[src/dcg_pkg.sv]
`timescale 1ns / 1ps

package dcg_pkg;

  // Sector count after clamping fits in 28 bits.
  localparam int unsigned TotalWidth = 28;
  localparam int unsigned CthWidth   = 20;

  localparam logic [TotalWidth-1:0] MAX_SECTORS = 28'd267382800;  // 65535*16*255
  localparam logic [TotalWidth-1:0] BIG_SECTORS = 28'd66059280;   // 65535*16*63

  localparam logic [7:0] SPT_17  = 8'd17;
  localparam logic [7:0] SPT_31  = 8'd31;
  localparam logic [7:0] SPT_63  = 8'd63;
  localparam logic [7:0] SPT_255 = 8'd255;

  localparam logic [4:0] HEADS_MIN = 5'd4;
  localparam logic [4:0] HEADS_MAX = 5'd16;

  // Reciprocals ceil(2^S / d); exact floor division for any 28-bit dividend.
  localparam int unsigned RecipWidth = 29;
  localparam logic [RecipWidth-1:0] RECIP_17  = 29'd505290271;  // S = 33
  localparam logic [RecipWidth-1:0] RECIP_31  = 29'd277094665;  // S = 33
  localparam logic [RecipWidth-1:0] RECIP_63  = 29'd272696337;  // S = 34
  localparam logic [RecipWidth-1:0] RECIP_255 = 29'd269488145;  // S = 36

  // Reciprocal ceil(2^19 / h) for head counts 4..15, exact for dividends below 2^14.
  localparam int unsigned HeadRecipWidth = 18;
  localparam int unsigned HeadShift      = 19;

  function automatic logic [HeadRecipWidth-1:0] head_recip(input logic [4:0] heads);
    logic [HeadRecipWidth-1:0] r;
    unique case (heads)
      5'd4:    r = 18'd131072;
      5'd5:    r = 18'd104858;
      5'd6:    r = 18'd87382;
      5'd7:    r = 18'd74899;
      5'd8:    r = 18'd65536;
      5'd9:    r = 18'd58255;
      5'd10:   r = 18'd52429;
      5'd11:   r = 18'd47663;
      5'd12:   r = 18'd43691;
      5'd13:   r = 18'd40330;
      5'd14:   r = 18'd37450;
      5'd15:   r = 18'd34953;
      default: r = '0;
    endcase
    return r;
  endfunction

  typedef struct packed {
    logic [7:0]          spt;
    logic [4:0]          heads;
    logic [CthWidth-1:0] cth;
  } dcg_chs_t;

endpackage

[src/disk_chs_geometry_core.sv]
`timescale 1ns / 1ps

// Converts a disk size in bytes into the cylinder/head/sector geometry of a
// virtual-disk footer. One item is taken every cycle unless the output stalls.
// The seven register stages are clamping, the divisions by 17 (or 255), 31 and
// 63 done as reciprocal multiplies one after another so each sector choice can
// see the previous one, the final sector choice, the reciprocal multiply that
// divides by fewer than 16 heads, and the output register. Stall back-pressure
// fills bubbles stage by stage, so an idle stage never holds up the input.
module disk_chs_geometry_core (
  input  logic        clk,
  input  logic        rst,
  input  logic        in_valid,
  output logic        in_stall,
  input  logic [47:0] disk_size_bytes,
  output logic        out_valid,
  input  logic        out_stall,
  output logic [31:0] geometry_word,
  output logic [15:0] cylinder_count,
  output logic [4:0]  head_count,
  output logic [7:0]  sectors_per_track
);
  import dcg_pkg::*;

  logic     mid_valid;
  logic     mid_stall;
  dcg_chs_t mid_chs;

  dcg_sector_search u_search (
    .clk             (clk),
    .rst             (rst),
    .up_valid        (in_valid),
    .up_stall        (in_stall),
    .disk_size_bytes (disk_size_bytes),
    .dn_valid        (mid_valid),
    .dn_stall        (mid_stall),
    .dn_chs          (mid_chs)
  );

  dcg_cyl_div u_cyl (
    .clk               (clk),
    .rst               (rst),
    .up_valid          (mid_valid),
    .up_stall          (mid_stall),
    .up_chs            (mid_chs),
    .dn_valid          (out_valid),
    .dn_stall          (out_stall),
    .geometry_word     (geometry_word),
    .cylinder_count    (cylinder_count),
    .head_count        (head_count),
    .sectors_per_track (sectors_per_track)
  );

endmodule

[src/dcg_sector_search.sv]
`timescale 1ns / 1ps

module dcg_sector_search (
  input  logic             clk,
  input  logic             rst,
  input  logic             up_valid,
  output logic             up_stall,
  input  logic [47:0]      disk_size_bytes,
  output logic             dn_valid,
  input  logic             dn_stall,
  output dcg_pkg::dcg_chs_t dn_chs
);
  import dcg_pkg::*;

  localparam int unsigned NumStages = 5;
  localparam int unsigned ProdWidth = TotalWidth + RecipWidth;

  logic [NumStages-1:0] vld;
  logic [NumStages-1:0] adv;

  // Stage 1: sector count, clamp
  logic [38:0]           sectors_raw;
  logic [TotalWidth-1:0] total_clamped;
  logic [TotalWidth-1:0] t1;
  logic                  big1;

  // Stage 2: divide by 17 (or 255 for large disks)
  logic [ProdWidth-1:0]  p2;
  logic [TotalWidth-1:0] t2;
  logic                  big2;

  // Stage 3: head estimate at 17 sectors, divide by 31
  logic [23:0]           cth_a;
  logic [24:0]           cth_round;
  logic [14:0]           heads_raw;
  logic [14:0]           heads_est;
  logic                  fail17;
  logic [ProdWidth-1:0]  p31;
  logic [23:0]           cth3;
  logic [4:0]            heads3;
  logic [7:0]            spt3;
  logic                  use31_3;
  logic [23:0]           q31_3;
  logic [TotalWidth-1:0] t3;

  // Stage 4: check 31 sectors, divide by 63
  logic [ProdWidth-1:0]  p63;
  logic                  fail31;
  logic [23:0]           cth4;
  logic [4:0]            heads4;
  logic [7:0]            spt4;
  logic                  use63_4;
  logic [22:0]           q63_4;

  // Stage 5: final choice
  dcg_chs_t              chs5;

  always_comb begin
    adv[NumStages-1] = !vld[NumStages-1] || !dn_stall;
    for (int k = NumStages - 2; k >= 0; k--) begin
      adv[k] = !vld[k] || adv[k+1];
    end
  end

  assign up_stall = !adv[0];
  assign dn_valid = vld[NumStages-1];
  assign dn_chs   = chs5;

  always_ff @(posedge clk) begin
    if (rst) begin
      vld <= '0;
    end else begin
      if (adv[0]) vld[0] <= up_valid;
      for (int k = 1; k < NumStages; k++) begin
        if (adv[k]) vld[k] <= vld[k-1];
      end
    end
  end

  // Stage 1
  always_comb begin
    sectors_raw   = disk_size_bytes[47:9];
    total_clamped = (sectors_raw > {11'd0, MAX_SECTORS}) ? MAX_SECTORS
                                                          : sectors_raw[TotalWidth-1:0];
  end

  always_ff @(posedge clk) begin
    if (adv[0]) begin
      t1   <= total_clamped;
      big1 <= (total_clamped >= BIG_SECTORS);
    end
  end

  // Stage 2
  always_ff @(posedge clk) begin
    if (adv[1]) begin
      p2   <= {{RecipWidth{1'b0}}, t1} * {{TotalWidth{1'b0}}, (big1 ? RECIP_255 : RECIP_17)};
      t2   <= t1;
      big2 <= big1;
    end
  end

  // Stage 3
  always_comb begin
    cth_a     = big2 ? {3'd0, p2[ProdWidth-1:36]} : p2[ProdWidth-1:33];
    cth_round = {1'b0, cth_a} + 25'd1023;
    heads_raw = cth_round[24:10];
    heads_est = (heads_raw < 15'd4) ? 15'd4 : heads_raw;
    fail17    = !big2 && (({1'b0, cth_a} >= {heads_est, 10'd0})
                          || (heads_est > 15'd16));
    p31       = {{RecipWidth{1'b0}}, t2} * {{TotalWidth{1'b0}}, RECIP_31};
  end

  always_ff @(posedge clk) begin
    if (adv[2]) begin
      cth3    <= cth_a;
      heads3  <= big2 ? HEADS_MAX : heads_est[4:0];
      spt3    <= big2 ? SPT_255 : SPT_17;
      use31_3 <= fail17;
      q31_3   <= p31[ProdWidth-1:33];
      t3      <= t2;
    end
  end

  // Stage 4
  always_comb begin
    fail31 = use31_3 && (q31_3 >= 24'd16384);
    p63    = {{RecipWidth{1'b0}}, t3} * {{TotalWidth{1'b0}}, RECIP_63};
  end

  always_ff @(posedge clk) begin
    if (adv[3]) begin
      cth4    <= use31_3 ? q31_3 : cth3;
      heads4  <= use31_3 ? HEADS_MAX : heads3;
      spt4    <= use31_3 ? SPT_31 : spt3;
      use63_4 <= fail31;
      q63_4   <= p63[ProdWidth-1:34];
    end
  end

  // Stage 5
  always_ff @(posedge clk) begin
    if (adv[4]) begin
      chs5.cth   <= use63_4 ? q63_4[CthWidth-1:0] : cth4[CthWidth-1:0];
      chs5.heads <= use63_4 ? HEADS_MAX : heads4;
      chs5.spt   <= use63_4 ? SPT_63 : spt4;
    end
  end

endmodule

[src/dcg_cyl_div.sv]
`timescale 1ns / 1ps

module dcg_cyl_div (
  input  logic              clk,
  input  logic              rst,
  input  logic              up_valid,
  output logic              up_stall,
  input  dcg_pkg::dcg_chs_t up_chs,
  output logic              dn_valid,
  input  logic              dn_stall,
  output logic [31:0]       geometry_word,
  output logic [15:0]       cylinder_count,
  output logic [4:0]        head_count,
  output logic [7:0]        sectors_per_track
);
  import dcg_pkg::*;

  localparam int unsigned ProdWidth = 14 + HeadRecipWidth;

  logic [1:0]           vld;
  logic [1:0]           adv;
  logic [ProdWidth-1:0] prod6;
  dcg_chs_t             chs6;
  logic [15:0]          cyl;

  assign adv[1]   = !vld[1] || !dn_stall;
  assign adv[0]   = !vld[0] || adv[1];
  assign up_stall = !adv[0];
  assign dn_valid = vld[1];

  always_ff @(posedge clk) begin
    if (rst) begin
      vld <= '0;
    end else begin
      if (adv[0]) vld[0] <= up_valid;
      if (adv[1]) vld[1] <= vld[0];
    end
  end

  // Fewer than 16 heads only with 17 sectors, where the dividend stays below 2^14.
  always_ff @(posedge clk) begin
    if (adv[0]) begin
      prod6 <= {{HeadRecipWidth{1'b0}}, up_chs.cth[13:0]}
               * {14'd0, head_recip(up_chs.heads)};
      chs6  <= up_chs;
    end
  end

  always_comb begin
    if (chs6.heads == HEADS_MAX) begin
      cyl = chs6.cth[CthWidth-1:4];
    end else begin
      cyl = {3'd0, prod6[ProdWidth-1:HeadShift]};
    end
  end

  always_ff @(posedge clk) begin
    if (adv[1]) begin
      geometry_word     <= {cyl, 3'd0, chs6.heads, chs6.spt};
      cylinder_count    <= cyl;
      head_count        <= chs6.heads;
      sectors_per_track <= chs6.spt;
    end
  end

endmodule

[config.mk]
export PLATFORM = sky130hd
export DESIGN_NAME = disk_chs_geometry_core
export DESIGN_NICKNAME = d
export VERILOG_FILES = /design/src/dcg_pkg.sv /design/src/disk_chs_geometry_core.sv /design/src/dcg_sector_search.sv /design/src/dcg_cyl_div.sv
export SDC_FILE = /design/constraint.sdc
export NUM_CORES = 2
export LEC_CHECK = 0
export ABC_AREA = 0
export BUFFER_PORTS_ARGS = -buffer_cell sky130_fd_sc_hd__buf_2
export CAP_MARGIN = 20
export CORE_ASPECT_RATIO = 1.1
export CORE_MARGIN = 2
export CORE_UTILIZATION = 56
export DETAILED_ROUTE_END_ITERATION = 8
export PLACE_DENSITY = 0.71
export SYNTH_ARGS = -nofsm -noshare
export SYNTH_HDL_FRONTEND = slang
export SYNTH_SLANG_ARGS = --single-unit
export TNS_END_PERCENT = 5
[constraint.sdc]
create_clock -name clk -period 8.4 [get_ports clk]
set_clock_uncertainty 0.1 [all_clocks]
set_input_delay 0.42 -clock clk [delete_from_list [all_inputs] [get_ports clk]]
set_output_delay 0.42 -clock clk [all_outputs]
set_load 0.02 [all_outputs]
== Word level (Yosys, flattened, before mapping) ==
Memories as Yosys holds them, arrays and structs flattened. A register that Yosys moved wholly into a read port is not among the register bits.
Cells that the tools add are included.
Word-level totals
  input port bits: 52
  memories kept: 1
  output and inout bits: 63
  word-level logic and storage cells: 79
  memory bits (read-only): 288
  bits in registers: 418
Memory list
  (no name shown): words 16, width 18, rd ports 1, clocked after memory_dff 1, write ports 0, line dcg_pkg.sv:33  | unique case (heads)
Cells by class
  $add $sub $neg: 1
  equality and inequality tests: 1
  reductions and logical operators: 20
  muxes and demuxes: 12
  multipliers: 4
  magnitude comparators: 6
Operators with widths (number)
  multiplier 28 x 29 -> 57 bit: 1
  multiplier 28 x 29 -> 57 bit, second input constant: 1
  2-to-1 mux 28 bit: 2
  multiplier 28 x 29 -> 54 bit, second input constant: 1
  2-to-1 mux 20 bit: 2
  > comparator 39 x 28 -> 1 bit, second input constant: 1
  2-to-1 mux 18 bit: 2
  multiplier 14 x 18 -> 32 bit: 1
  greater-or-equal comparator 28 x 26 -> 1 bit, second input constant: 1
  adder 24 x 10 -> 25 bit, second input constant: 1
  greater-or-equal comparator 24 x 25 -> 1 bit: 1
  greater-or-equal comparator 24 x 15 -> 1 bit, second input constant: 1
  2-to-1 mux 24 bit: 1
  2-to-1 mux 16 bit: 1
  > comparator 15 x 5 -> 1 bit, second input constant: 1
  < comparator 15 x 3 -> 1 bit, second input constant: 1
  2-to-1 mux 15 bit: 1
  zero test 1 bit: 10
  logical OR 1 bit: 8
  2-to-1 mux 4 bit: 2
  2-to-1 mux 8 bit: 1
  equality test 5 bit, second input constant: 1
  logical AND 1 bit: 2

== Depth between registers and ports, before layout ==
  depth after elaboration: 9
  mapped depth: 30
  gate-level depth less buffers: 30

== Modules after synthesis ==
From an unflattened synthesis, not the netlist that was laid out.
Second synthesis, totals
  cell total of the unflattened synthesis: 3875
  area, all modules: 41868.9 um2
By module, submodules not included
  dcg_sector_search: cells each 2760, seq. area each 7216.9 um2, times used 1, area an instance 30815.8 um2
  dcg_cyl_div: cells each 1115, seq. area each 2172.1 um2, times used 1, area an instance 11053.1 um2

== Least setup slack after synthesis ==
OpenSTA, ideal clock, no wires.
  path type: reg2reg
  from: reg u_search.big1
  to: reg u_search.p2[54] (data pin)
  setup time: 0.258 ns
  path slack: 0.928 ns
  data required time: 8.042 ns
  clock period less this slack: 7.472 ns
  cell stages (with the launch flop): 27
  path buffers: 1
  data arrival time: 7.114 ns
  cells stage by stage: edfxtp_1 clkbuf_1 nor2b_1 fa_1 inv_1 fa_1 inv_1 fa_1 fa_1 fa_1 inv_1 fa_1 fa_1 inv_1 ha_1 a21o_1 a21oi_1 nor2_1 or4_1 a31oi_1 a21oi_2 a21oi_2 o21ai_2 o41a_1 a21o_1 a21oi_1 xnor2_1
On the way
  cells in the longest elaborated chain, start to end: 2
Ends and longest elaborated chain
  start, declared: line dcg_sector_search.sv:25  | logic big1;
  start signal, assigned: line dcg_sector_search.sv:90  | big1 <= (total_clamped >= BIG_SECTORS);
  2-to-1 mux 28 bit: line dcg_sector_search.sv:97  | p2 <= {{RecipWidth{1'b0}}, t1} * {{TotalWidth{1'b0}}, (big1 ? RECIP_255 : RECIP_17)};
  multiplier 28 x 29 -> 57 bit: line dcg_sector_search.sv:97
  end signal, assigned: line dcg_sector_search.sv:97
  end, declared: line dcg_sector_search.sv:28  | logic [ProdWidth-1:0] p2;
No other way between the ends.
A chain may end at the register's enable or synchronous reset.

== Worst setup path after layout ==
Ends and elaborated chain as after synthesis.

==> run summary <==
Fin area = 44,040 µm²
RSZ-0062 raised after global routing = no
Worst R2R Path Depth = 29
Gpl congestion = 0.9582
CP max stage delay = 0.55 ns
Starting Density = 56.35%
Clock network power share = 44.4%
Final core utilization = 60.43%
Chip Width = 262.2 µm
Most common cell after layout, fill and taps aside = inv_1
Post-DRT Antenna Nets = 0
Clock slew at reported path FFs = 0.06 ns
Final Max Slew Viols = 0
CTS Root Cell = clkbuf_16
Setup ws final = 0.3698 ns
Worst setup startpoint = u_search.big1$_DFFE_PN_
Max-cap violations = 0
Vias in the first global route = 28,000
Fmax = 124.5 MHz
Fin crit share = 95.60%
CTS tree = built
Synth top area cells = fa_1 (28%), ha_1 (22%), edfxtp_1 (22%), inv_1 (8.1%), mux2_2 (1.9%)
Post-DP Area = 42,680 µm²
Sequential fraction of the synthesis area = 22.96%
DRC Markers = 0
Reg2reg setup slack = 0.37 ns
Total number of yosys warnings = 0
Cell Pwr Density = 82.23 nW/µm²
Die area = 75,520 µm²
Critical path fanouts, max = 6
Leak = 22.75 nW
CP Class = reg2reg
Top cell type's share of synthesized area = 28.18%
Max Buffers Root-to-Sink = 3
Largest net degree at the start of global routing = 81
Setup WS pre-CTS = 0.3380 ns
Worst slew margin = 36.54%
Peak VDD IR = 0.1114 mV
Switching Share = 22.51%
Gr usage total = 25.91%
Mapped Cells = 3,741
Nets = 5,206
DPL Wire Length = 77.94 mm
DRT Wirelength = 92.09 mm
Outcome = completed
Vias = 26,050
Synthesis-to-layout area growth = 7.236%
Multi-input gate area = 27,850 µm²
Req. time, crit path = 8.60 ns
Yosys reg bits = 322
ANT cells = 0
Via-per-instance ratio = 5.392
# fillers = 5,976
DRT iter0 DRCs = 1,498
Synth Area per Inst = 10.98 µm²
Initial antenna violation count = 1
Die H = 288.0 µm
Critical Path AT = 8.23 ns
Core Region = 72,870 µm²
Yosys cell types = 79
Setup-failing EPs final = 0
Row count = 104
Total global routing overflow = 0
Largest area contributor in the netlist = fa_1
Setup crit end = u_search.p2[54]$_DFFE_PP_
Clk sink count = 322
First-pass GRT wire length = 149.7 mm
Critical Path Source Type = flop
CP endpoint kind = flop
Reg power frac = 50.2%
Pre-Repair DR Iteration Count = 5
Worst slew pin tran = 0.9496 ns
Post-synth EDFFs = 298
Fin. Hold Viols = 0
WL/cell = 19.06 µm
Setup TNS = 0 ns
Cell Area, Synth = 41,070 µm²
Internal = 2.806 mW
Commonest non-fill, non-tap cells in the layout = inv_1 (884), ha_1 (726), fa_1 (578)
Reg area = 9429 µm²
Logic gate share of total power = 5.3%
R2R Path Start = u_search.big1$_DFFE_PN_
Hold_sp = rst
Post-CTS Resized = 0
Cts bufs inserted = 36
Most frequent CP cell = inv_1
H-tree levels = 2
Main synth FF type = edfxtp_1
Port Buffer Count = 98
IO Pins = 115
Final min period = 8.030 ns
Clk_lat worst skew = 0.55 ns
Ys async rst share = 0%
Worst min path class = in2reg
Reg2reg end = u_search.p2[54]$_DFFE_PP_
Share of layout cells above drive strength 1 = 7.918%
Net switching power = 0.8151 mW
Slowest stage cell, crit path = fa_1
-- flip-flops by register name, indices dropped and copies added (netlist names), 2 cells and up, named ones only --
signal	flops
u_search.cth3	20
u_search.t3	28
u_search.vld	5
u_search.spt4	2
u_search.t2	28
u_cyl.geometry_word	2
u_search.cth4	20
u_search.heads3	5
u_search.dn_chs	28
u_cyl.prod6	13
u_cyl.sectors_per_track	3
u_cyl.cylinder_count	15
u_search.p2	24
u_cyl.chs6	24
u_search.q63_4	20
u_search.t1	28
u_search.q31_3	24
u_cyl.vld	2
u_cyl.head_count	4
u_search.heads4	5
-- critical path, delay by kind of cell, from the launching register on --
family	cells	cell delay, ns
adder cells (fa/ha/maj)	8	3.81
AO/OA/AOI/OAI	9	1.98
AND/OR/NAND/NOR	3	0.67
buffers and inverters	8	0.66
flip-flops	1	0.50
XOR/XNOR	1	0.08
-- cell usage after synthesis, types with 6 or more instances --
library cell and count:
inv_1 884, ha_1 726, fa_1 578, edfxtp_1 298, nand2_1 176, and2_1 119, a21oi_1 89, nor2_1 88
mux2_2 69, a21o_1 63, nor2b_1 60, xnor2_1 56, o21ai_0 52, clkbuf_1 47, nor3_1 40, buf_4 38
nand2b_1 32, o21a_1 30, nand3_1 28, nand4_1 25, xor2_1 25, dfxtp_1 24, or3_1 21, nor4_1 16
and3_1 13, a31oi_1 12, mux2i_1 11, a211oi_1 9, or2_2 9, o211ai_1 7, o21bai_1 6
-- area by class of cell --
class / instances / area share [%]
clock buffer: 42 / 2.168
clock inverter: 23 / 0.5853
inverter: 885 / 7.543
multi-input combinational: 2447 / 63.25
sequential: 322 / 21.41
tap: 954 / 2.711
timing repair buffer: 158 / 2.336
-- how the worst min path moves through the flow --
stage,depth (start not counted),to,slack [ns]
finish,2,u_search.vld[0]$_SDFFE_PP0N_,0.03
global route,2,u_cyl.vld[1]$_SDFFE_PP0P_,0.03
CTS,2,u_search.vld[1]$_SDFFE_PP0P_,0.006
detailed placement,0,u_cyl.chs6[31]$_DFFE_PP_,0.31
global placement,0,u_cyl.chs6[19]$_DFFE_PP_,0.30
floorplan,0,u_cyl.chs6[14]$_DFFE_PP_,0.30
-- stage by stage --
step / cells / power, mW / hold WS (ns)
finish: 4831 / 3.621 / 0.03185
floorplan: 3746 / 1.965 / 0.3003
global placement: 4758 / 2.038 / 0.3029
detailed placement: 4758 / 2.042 / 0.3062
CTS: 4825 / 3.656 / 0.005678
global route: 4831 / 3.742 / 0.03066
-- timing repair --
item | CTS | global route
hold buffers | 2 | 0
endpoints found under the hold margin | 2 | 0
endpoints found under the setup margin | 0 | 5
setup buffers | 0 | 2
-- power by group through the flow --
stage / combinational (mW) / clock [mW] / sequential (mW)
after floorplan: 0.142 / 0 / 1.82
after global placement: 0.188 / 0 / 1.85
after detailed placement: 0.190 / 0 / 1.85
after CTS: 0.193 / 1.64 / 1.82
after global routing: 0.212 / 1.71 / 1.82
final: 0.192 / 1.61 / 1.82
-- cells by family (layout without fill, tap and decap cells) --
kind of cell | after synthesis | in the layout | share of synthesized area, %
fa+ha+maj | 1304 | 1304 | 50.30
buf+inv | 977 | 1108 | 9.299
simple gates | 642 | 642 | 8.089
compound gates | 332 | 332 | 5.408
flops | 322 | 322 | 22.96
xor+xnor | 82 | 82 | 1.767
mux | 80 | 80 | 2.160
other cells | 2 | 7 | 0.01829
-- metal layers --
metal  up-vias  track usage [%]  wire [µm]
met5         -                0          0
met4         0            8.559       3433
met3       164            2.553       3848
met2       670            45.75      46890
met1     12920            33.35      37920
li1      12300                -          -
No activity file was read; power rests on OpenSTA's default activity.
